**src/rtl/spdc_pkg.sv**
```systemverilog
// ----------------------------------------------------------------------------
// spdc_pkg
// types, register codes and reset values shared by the pump duty controller
// ----------------------------------------------------------------------------
package spdc_pkg;

   localparam int unsigned TIME_W   = 32;
   localparam int unsigned HOLD_W   = 16;
   localparam int unsigned HOUR_W   = 5;
   localparam int unsigned MINUTE_W = 17;
   localparam int unsigned CSR_IDX_W = 3;

   // minutes = (ms >> 5) / 1875, done as an exact reciprocal multiply
   localparam int unsigned DIV_PRE_SHIFT = 5;
   localparam int unsigned DIV_IN_W      = TIME_W - DIV_PRE_SHIFT;
   localparam int unsigned DIV_MAGIC_W   = 28;
   localparam int unsigned DIV_SHIFT     = 38;
   localparam int unsigned DIV_PROD_W    = DIV_IN_W + DIV_MAGIC_W;
   localparam logic [DIV_MAGIC_W-1:0] DIV_MAGIC = 28'd146601551;

   localparam logic [TIME_W-1:0] ON_MIN_RESET    = 32'd60000;
   localparam logic [TIME_W-1:0] ON_MAX_RESET    = 32'd600000;
   localparam logic [TIME_W-1:0] OFF_RESET       = 32'd300000;
   localparam logic [TIME_W-1:0] STEP_RESET      = 32'd10000;
   localparam logic [HOLD_W-1:0] HOLDOFF_RESET   = 16'd10;
   localparam logic [HOUR_W-1:0] NIGHT_START_RST = 5'd20;
   localparam logic [HOUR_W-1:0] NIGHT_END_RST   = 5'd6;

   localparam logic OP_UPDATE   = 1'b0;
   localparam logic OP_OVERRIDE = 1'b1;

   typedef enum logic [CSR_IDX_W-1:0] {
      REG_ON_MIN      = 3'd0,
      REG_ON_MAX      = 3'd1,
      REG_OFF         = 3'd2,
      REG_STEP        = 3'd3,
      REG_HOLDOFF     = 3'd4,
      REG_NIGHT_START = 3'd5,
      REG_NIGHT_END   = 3'd6
   } reg_index_type;

   typedef struct packed {
      logic [TIME_W-1:0] on_min;
      logic [TIME_W-1:0] on_max;
      logic [TIME_W-1:0] off_ms;
      logic [TIME_W-1:0] step;
      logic [HOLD_W-1:0] holdoff;
      logic [HOUR_W-1:0] night_start;
      logic [HOUR_W-1:0] night_end;
   } cfg_type;

   typedef struct packed {
      logic              pump;
      logic [TIME_W-1:0] interval;
      logic [HOLD_W-1:0] holdoff;
      logic [TIME_W-1:0] last_ms;
      logic              toggled;
      logic              override;
   } state_type;

   typedef struct packed {
      logic              op;
      logic [TIME_W-1:0] now_ms;
      logic [HOUR_W-1:0] hour;
      logic              bright;
      logic              full;
      logic              critical;
      logic              ov_en;
      logic              ov_on;
   } item_type;

   typedef struct packed {
      logic              pump_on;
      logic              adjust_levels;
      logic              adjust_brighter;
      logic              override_active;
      logic [TIME_W-1:0] since_ms;
   } res_type;

endpackage

```
**src/rtl/spdc_decide.sv**
```systemverilog
// ----------------------------------------------------------------------------
// spdc_decide
// mode selection, interval adaptation and relay decision for one item
// ----------------------------------------------------------------------------
module spdc_decide (
   input  spdc_pkg::cfg_type   cfg,
   input  spdc_pkg::state_type state,
   input  spdc_pkg::item_type  item,
   output spdc_pkg::state_type state_next,
   output spdc_pkg::res_type   res
);

   logic [spdc_pkg::TIME_W:0]   grow_sum;
   logic [spdc_pkg::TIME_W-1:0] grow_sat;
   logic [spdc_pkg::TIME_W-1:0] shrink_sat;
   logic [spdc_pkg::TIME_W-1:0] grow_iv;
   logic [spdc_pkg::TIME_W-1:0] shrink_iv;
   logic [spdc_pkg::TIME_W-1:0] since;
   logic                        night;
   logic                        standby;
   logic                        adjust;
   logic                        brighter;

   function automatic logic [spdc_pkg::TIME_W-1:0] clamp_iv(
      input logic [spdc_pkg::TIME_W-1:0] v,
      input logic [spdc_pkg::TIME_W-1:0] lo,
      input logic [spdc_pkg::TIME_W-1:0] hi
   );
      logic [spdc_pkg::TIME_W-1:0] r;
      priority if (v < lo) begin
         r = lo;
      end else if (v > hi) begin
         r = hi;
      end else begin
         r = v;
      end
      return r;
   endfunction

   always_comb begin
      grow_sum   = {1'b0, state.interval} + {1'b0, cfg.step};
      grow_sat   = grow_sum[spdc_pkg::TIME_W] ? '1 : grow_sum[spdc_pkg::TIME_W-1:0];
      shrink_sat = (state.interval < cfg.step) ? '0 : state.interval - cfg.step;
      grow_iv    = clamp_iv(grow_sat, cfg.on_min, cfg.on_max);
      shrink_iv  = clamp_iv(shrink_sat, cfg.on_min, cfg.on_max);
      since      = item.now_ms - state.last_ms;
      night      = (item.hour <= cfg.night_end) || (item.hour >= cfg.night_start);
   end

   always_comb begin
      state_next = state;
      standby    = 1'b0;
      adjust     = 1'b0;
      brighter   = 1'b0;
      if (item.op == spdc_pkg::OP_OVERRIDE) begin
         state_next.override = item.ov_en;
         if (!item.ov_en) begin
            state_next.pump = item.ov_on & ~item.critical;
         end
      end else if (!state.override) begin
         priority if (night) begin
            standby             = 1'b1;
            state_next.interval = cfg.on_min;
         end else if (item.bright) begin
            standby = 1'b0;
         end else if (item.full) begin
            state_next.holdoff  = cfg.holdoff;
            state_next.interval = grow_iv;
            adjust              = 1'b1;
            brighter            = 1'b1;
         end else if (state.holdoff != '0) begin
            state_next.holdoff = state.holdoff - 16'd1;
         end else begin
            standby             = 1'b1;
            adjust              = 1'b1;
            state_next.interval = shrink_iv;
         end

         if (standby) begin
            state_next.holdoff = '0;
            priority if (!state.toggled
                         || (state.pump && since > state_next.interval)) begin
               state_next.pump    = 1'b0;
               state_next.last_ms = item.now_ms;
               state_next.toggled = 1'b1;
            end else if (!state.pump && since > cfg.off_ms) begin
               state_next.pump    = ~item.critical;
               state_next.last_ms = item.now_ms;
               state_next.toggled = 1'b1;
            end else begin
               state_next.pump = state.pump;
            end
         end else begin
            state_next.pump    = ~item.critical;
            state_next.last_ms = '0;
            state_next.toggled = 1'b0;
         end
      end
   end

   always_comb begin
      res.pump_on         = state_next.pump;
      res.adjust_levels   = adjust;
      res.adjust_brighter = brighter;
      res.override_active = state_next.override;
      res.since_ms        = item.now_ms - state_next.last_ms;
   end

endmodule

```
**src/rtl/spdc_min_div.sv**
```systemverilog
// ----------------------------------------------------------------------------
// spdc_min_div
// milliseconds to whole minutes by exact reciprocal multiplication
// ----------------------------------------------------------------------------
module spdc_min_div (
   input  logic [spdc_pkg::TIME_W-1:0]   since_ms,
   output logic [spdc_pkg::MINUTE_W-1:0] minutes
);

   logic [spdc_pkg::DIV_IN_W-1:0]   scaled;
   logic [spdc_pkg::DIV_PROD_W-1:0] prod;

   always_comb begin
      scaled  = since_ms[spdc_pkg::TIME_W-1:spdc_pkg::DIV_PRE_SHIFT];
      prod    = spdc_pkg::DIV_PROD_W'(scaled) * spdc_pkg::DIV_PROD_W'(spdc_pkg::DIV_MAGIC);
      minutes = prod[spdc_pkg::DIV_SHIFT +: spdc_pkg::MINUTE_W];
   end

endmodule

```
**src/rtl/solar_pump_duty_controller.sv**
```systemverilog
// ----------------------------------------------------------------------------
// solar_pump_duty_controller
// pump relay controller: continuous or standby duty cycle with override
// ----------------------------------------------------------------------------
// usage
// - req channel carries update items (op 0) and override commands (op 1);
//   every accepted item yields exactly one item on the rsp channel, in order
// - csr port writes the seven control registers; write only while idle
// - the decision and all state updates happen in the transfer cycle of the
//   item; the minute count is formed from a registered time difference in a
//   second stage, and the result is registered again in the rsp stage
// - one item per cycle sustained while rsp_ready holds; the combinational
//   state loop (mode choice, interval clamp, toggle compare) sets that rate
// - a stalled rsp side keeps its result; one more item is held in the
//   middle stage, after which req_ready drops until rsp_ready returns
// - reset clears both stages, puts the registers at their default values,
//   the pump off, the on-interval at its minimum and override released
// ----------------------------------------------------------------------------
module solar_pump_duty_controller (
   input  logic                               clock,
   input  logic                               reset,

   input  logic                               req_valid,
   output logic                               req_ready,
   input  logic                               req_op,
   input  logic [spdc_pkg::TIME_W-1:0]        req_now_ms,
   input  logic [spdc_pkg::HOUR_W-1:0]        req_hour_of_day,
   input  logic                               req_is_bright,
   input  logic                               req_battery_full,
   input  logic                               req_battery_critical,
   input  logic                               req_override_enable,
   input  logic                               req_override_pump_on,

   output logic                               rsp_valid,
   input  logic                               rsp_ready,
   output logic                               rsp_pump_on,
   output logic                               rsp_adjust_levels,
   output logic                               rsp_adjust_brighter,
   output logic                               rsp_override_active,
   output logic [spdc_pkg::MINUTE_W-1:0]      rsp_elapsed_minutes,

   input  logic                               csr_we,
   input  logic [spdc_pkg::CSR_IDX_W-1:0]     csr_index,
   input  logic [spdc_pkg::TIME_W-1:0]        csr_wdata
);

   spdc_pkg::cfg_type   cfg_ff;
   spdc_pkg::cfg_type   cfg_in;
   spdc_pkg::state_type state_ff;
   spdc_pkg::state_type state_in;
   spdc_pkg::state_type state_next;
   spdc_pkg::item_type  item;
   spdc_pkg::res_type   res;
   spdc_pkg::res_type   mid_ff;
   spdc_pkg::res_type   mid_in;
   logic                mid_valid_ff;
   logic                mid_valid_in;
   logic                rsp_valid_ff;
   logic                rsp_valid_in;
   logic                rsp_pump_ff;
   logic                rsp_pump_in;
   logic                rsp_adjust_ff;
   logic                rsp_adjust_in;
   logic                rsp_brighter_ff;
   logic                rsp_brighter_in;
   logic                rsp_override_ff;
   logic                rsp_override_in;
   logic [spdc_pkg::MINUTE_W-1:0] rsp_minutes_ff;
   logic [spdc_pkg::MINUTE_W-1:0] rsp_minutes_in;
   logic [spdc_pkg::MINUTE_W-1:0] minutes;
   logic                rsp_take;
   logic                req_xfer;

   // control registers
   always_comb begin
      cfg_in = cfg_ff;
      if (csr_we) begin
         unique case (csr_index)
            spdc_pkg::REG_ON_MIN:      cfg_in.on_min      = csr_wdata;
            spdc_pkg::REG_ON_MAX:      cfg_in.on_max      = csr_wdata;
            spdc_pkg::REG_OFF:         cfg_in.off_ms      = csr_wdata;
            spdc_pkg::REG_STEP:        cfg_in.step        = csr_wdata;
            spdc_pkg::REG_HOLDOFF:     cfg_in.holdoff     = csr_wdata[spdc_pkg::HOLD_W-1:0];
            spdc_pkg::REG_NIGHT_START: cfg_in.night_start = csr_wdata[spdc_pkg::HOUR_W-1:0];
            spdc_pkg::REG_NIGHT_END:   cfg_in.night_end   = csr_wdata[spdc_pkg::HOUR_W-1:0];
            default:                   cfg_in = cfg_ff;
         endcase
      end
   end

   // handshake
   always_comb begin
      rsp_take     = ~rsp_valid_ff | rsp_ready;
      req_ready    = ~mid_valid_ff | rsp_take;
      req_xfer     = req_valid & req_ready;
      mid_valid_in = req_xfer | (mid_valid_ff & ~rsp_take);
      rsp_valid_in = rsp_take ? mid_valid_ff : 1'b1;
   end

   always_comb begin
      item.op       = req_op;
      item.now_ms   = req_now_ms;
      item.hour     = req_hour_of_day;
      item.bright   = req_is_bright;
      item.full     = req_battery_full;
      item.critical = req_battery_critical;
      item.ov_en    = req_override_enable;
      item.ov_on    = req_override_pump_on;
   end

   spdc_decide u_decide (
      .cfg        (cfg_ff),
      .state      (state_ff),
      .item       (item),
      .state_next (state_next),
      .res        (res)
   );

   spdc_min_div u_min_div (
      .since_ms (mid_ff.since_ms),
      .minutes  (minutes)
   );

   always_comb begin
      state_in        = req_xfer ? state_next : state_ff;
      mid_in          = (mid_valid_ff & ~rsp_take) ? mid_ff : res;
      rsp_pump_in     = rsp_take ? mid_ff.pump_on         : rsp_pump_ff;
      rsp_adjust_in   = rsp_take ? mid_ff.adjust_levels   : rsp_adjust_ff;
      rsp_brighter_in = rsp_take ? mid_ff.adjust_brighter : rsp_brighter_ff;
      rsp_override_in = rsp_take ? mid_ff.override_active : rsp_override_ff;
      rsp_minutes_in  = rsp_take ? minutes                : rsp_minutes_ff;
   end

   always_ff @(posedge clock) begin
      if (reset) begin
         cfg_ff.on_min      <= spdc_pkg::ON_MIN_RESET;
         cfg_ff.on_max      <= spdc_pkg::ON_MAX_RESET;
         cfg_ff.off_ms      <= spdc_pkg::OFF_RESET;
         cfg_ff.step        <= spdc_pkg::STEP_RESET;
         cfg_ff.holdoff     <= spdc_pkg::HOLDOFF_RESET;
         cfg_ff.night_start <= spdc_pkg::NIGHT_START_RST;
         cfg_ff.night_end   <= spdc_pkg::NIGHT_END_RST;
         state_ff.pump      <= 1'b0;
         state_ff.interval  <= spdc_pkg::ON_MIN_RESET;
         state_ff.holdoff   <= '0;
         state_ff.last_ms   <= '0;
         state_ff.toggled   <= 1'b0;
         state_ff.override  <= 1'b0;
         mid_valid_ff       <= 1'b0;
         rsp_valid_ff       <= 1'b0;
      end else begin
         cfg_ff       <= cfg_in;
         state_ff     <= state_in;
         mid_valid_ff <= mid_valid_in;
         rsp_valid_ff <= rsp_valid_in;
      end
   end

   // payload
   always_ff @(posedge clock) begin
      mid_ff          <= mid_in;
      rsp_pump_ff     <= rsp_pump_in;
      rsp_adjust_ff   <= rsp_adjust_in;
      rsp_brighter_ff <= rsp_brighter_in;
      rsp_override_ff <= rsp_override_in;
      rsp_minutes_ff  <= rsp_minutes_in;
   end

   assign rsp_valid           = rsp_valid_ff;
   assign rsp_pump_on         = rsp_pump_ff;
   assign rsp_adjust_levels   = rsp_adjust_ff;
   assign rsp_adjust_brighter = rsp_brighter_ff;
   assign rsp_override_active = rsp_override_ff;
   assign rsp_elapsed_minutes = rsp_minutes_ff;

endmodule

```
**config.mk**
```make
export PLATFORM = sky130hd
export DESIGN_NAME = solar_pump_duty_controller
export DESIGN_NICKNAME = d
export VERILOG_FILES = /design/src/rtl/spdc_pkg.sv /design/src/rtl/spdc_decide.sv /design/src/rtl/spdc_min_div.sv /design/src/rtl/solar_pump_duty_controller.sv
export SDC_FILE = /design/constraint.sdc
export NUM_CORES = 2
export LEC_CHECK = 0
export BUFFER_PORTS_ARGS = -buffer_cell sky130_fd_sc_hd__buf_4
export CAP_MARGIN = 20
export CORE_MARGIN = 3
export CORE_UTILIZATION = 55
export DETAILED_ROUTE_END_ITERATION = 6
export HOLD_SLACK_MARGIN = 0.12
export PLACE_DENSITY = 0.7
export SLEW_MARGIN = 20
export SYNTH_ARGS = -nofsm -noshare
export SYNTH_HDL_FRONTEND = slang
export SYNTH_HIERARCHICAL = 1
export SYNTH_SLANG_ARGS = --single-unit
export TNS_END_PERCENT = 20
```
**constraint.sdc**
```tcl
create_clock -name clock -period 14 [get_ports clock]
set_clock_uncertainty 0.05 [all_clocks]
set_input_delay 2.8 -clock clock [delete_from_list [all_inputs] [get_ports clock]]
set_output_delay 2.8 -clock clock [all_outputs]
set_load 0.01 [all_outputs]
```
==> flow_summary.yaml <==
synth:
  syn_nets: 5626
  syn_inst: 4655
  syn_area_sq_um: 38400
  yosysWarnings: 6
  avgSynthCellArea_sq_um: 8.24
drt:
  drt-initial-drc-count: 3174
  routed_wl_mm: 129
  dr.pass1.iters: 7
  vias: 34100
  drc: 0
  wire_per_inst_um: 23.0
  drtAntennaViolNets: 0
  via_per_inst: 6.07
setup_path:
  r2r_setup_slack_ns: 0.91
  critical_path.top_delay_family: "compound AO/OA/AOI/OAI gates"
  cp_num_cells: 43
  worst_path_most_repeated_cell: "o21ai_0"
  reg2reg_depth: 43
  crit_arrival_ns: 13.34
  cp-end-kind: "flip-flop"
  r2r_end: "mid_ff[31]"
  rr_startpoint: "state_ff[51]"
  cp.buffers_inverters: 2
  crit_required_ns: 14.24
  path_max_fanout: 30
  critical_path_class: "reg -> reg"
  start_kind: "flip-flop"
  critPathSlowestCell: "a2111oi_0"
  crit_path_max_incr_delay_ns: 0.88
place:
  dpl.hpwl_mm: 102
  dp.cells: 5540
  place_congestion: 1.02
  dp_slack_ns: 1.20
  io_buffer_count: 105
status:
  status: "completed"
clock_network:
  path_clk_slew_ns: 0.06
  clock_path_buffers: 3
  hold_buffers: 0
  cts_setup_buffers: 0
  cts.sinks: 291
  cts_buffers: 38
  cts_tree: "done"
  cts.htree.levels: 2
  cts_root_buf: "clkbuf_16"
  clock_latency_ns: 0.59
  cts_resized: 0
finish:
  drive_gt1_share_pct: 5.98
  finalNonFillerCells: 5611
  area_growth_pct: 7.25
  nets: 5620
global_routing:
  grt_pass1_wl_mm: 199
  grt_start_max_net_pins: 160
  grt_pass1_vias: 33700
  antenna_found_initial: 2
  grt_overflow: 0
  grt.total_usage_pct: 35.0
sta:
  finalHoldViolations: 0
  drv_slew: 0
  period_needed_ns: 13.09
  setup_slack_ns: 0.905
  max_freq_ghz: 0.0764
  holdWs_ns: 0.372
  rsz0062_at_grt: "no"
  setup_violations: 0
  worst_slew_pin_slew_ns: 1.21
  slew-limit-headroom_pct: 18.6
  final.setup.tns_ns: 0
  post-route-period-util_pct: 93.5
floorplanning:
  die_w_um: 270
  core_area_sq_um: 68800
  dieArea_sq_um: 72900
  ios: 106
  start_util_pct: 55.7
  row_count: 96
  fp.dieH_um: 270
worst_hold_path:
  holdPathStages: 0
  hp-class: "reg -> reg"
  hp-start: "mid_ff[32]"
  holdPathEnd: "rsp_override_active"
job:
  maxCapViolCount: 0
==> cell usage in the layout (no fill, tap or decap), drive strengths merged, types with 11 or more instances in the layout <==
cell type and n:
nor2b 32, nand4b 81, dfxtp 239, nand3 59, a211oi 51, or2 22
o21bai 28, ha 588, a22o 12, a21boi 13, nor4 22, and3 27
a2111oi 16, xnor2 84, edfxtp 52, buf 140, nand2b 114, nor3 52
o31ai 17, nor2 242, a21oi 372, xor2 31, o211ai 31, a31oi 26
o21a 34, nand2 459, fa 300, mux2i 22, clkbuf 46, and2 23
o22ai 18, a211o 11, o21ai 278, inv 721, a21o 84, nand3b 31
a221oi 23, clkinv 17, nand4 57, a22oi 41
==> how the worst max path moves through the flow <==
stage / start / end / slack [ns]
after floorplan: state_ff[50] / mid_ff[31] / 3.39
after global placement: state_ff[51] / mid_ff[31] / 1.56
after detailed placement: state_ff[51] / mid_ff[31] / 1.20
after CTS: state_ff[51] / mid_ff[31] / 1.15
after global routing: cfg_ff[31] / mid_ff[31] / 0.27
final: state_ff[51] / mid_ff[31] / 0.91
==> stage by stage <==
| stage | area, sq um | utilization, % |
|---|---|---|
| floorplan | 38400 | - |
| global placement | 39800 | 57.8 |
| detailed placement | 39800 | 57.8 |
| CTS | 41100 | 59.8 |
| global route | 41100 | 59.8 |
| finish | 41100 | 59.8 |
==> worst register-to-register path, delay by kind of cell (launching register included) <==
family	cells	cell delay, ns
compound gates	30	8.73
simple gates	6	1.59
fa+ha+maj	4	1.36
flops	1	0.47
buf+inv	2	0.47
xor+xnor	1	0.10
==> flip-flops by register name (all words and copies together) (netlist names) <==
signal	count
cfg_ff	154
mid_ff	31
rsp_pump_on	1
rsp_elapsed_minutes	17
state_ff	83
rsp_override_active	1
mid_valid_ff	1
rsp_adjust_brighter	1
rsp_adjust_levels	1
rsp_valid	1
==> layout make-up <==
| class | instances | area [sq um] |
|---|---|---|
| diodes | 1 | 2.50 |
| clock buffers | 45 | 1010 |
| clock inverters | 25 | 340 |
| fillers | 6335 | 27700 |
| inverters | 721 | 2710 |
| multi-input cells | 3456 | 28500 |
| flip-flops and latches | 291 | 6350 |
| well taps | 931 | 1160 |
| repair buffers | 141 | 1060 |
==> per-layer routing <==
metal | wire length, um | track usage [%] | vias up | part of all wire, %
met4 | 8470 | 19.0 | 2 | 6.6
met1 | 52000 | 43.9 | 16200 | 40
met2 | 60300 | 58.9 | 1398 | 47
met3 | 8460 | 4.15 | 398 | 6.5
met5 | 13 | 0 | - | 0.010
li1 | - | - | 16100 | -
Power is not shown: default switching activity piles up to over one toggle a cycle in this logic, so the estimate is an artifact.
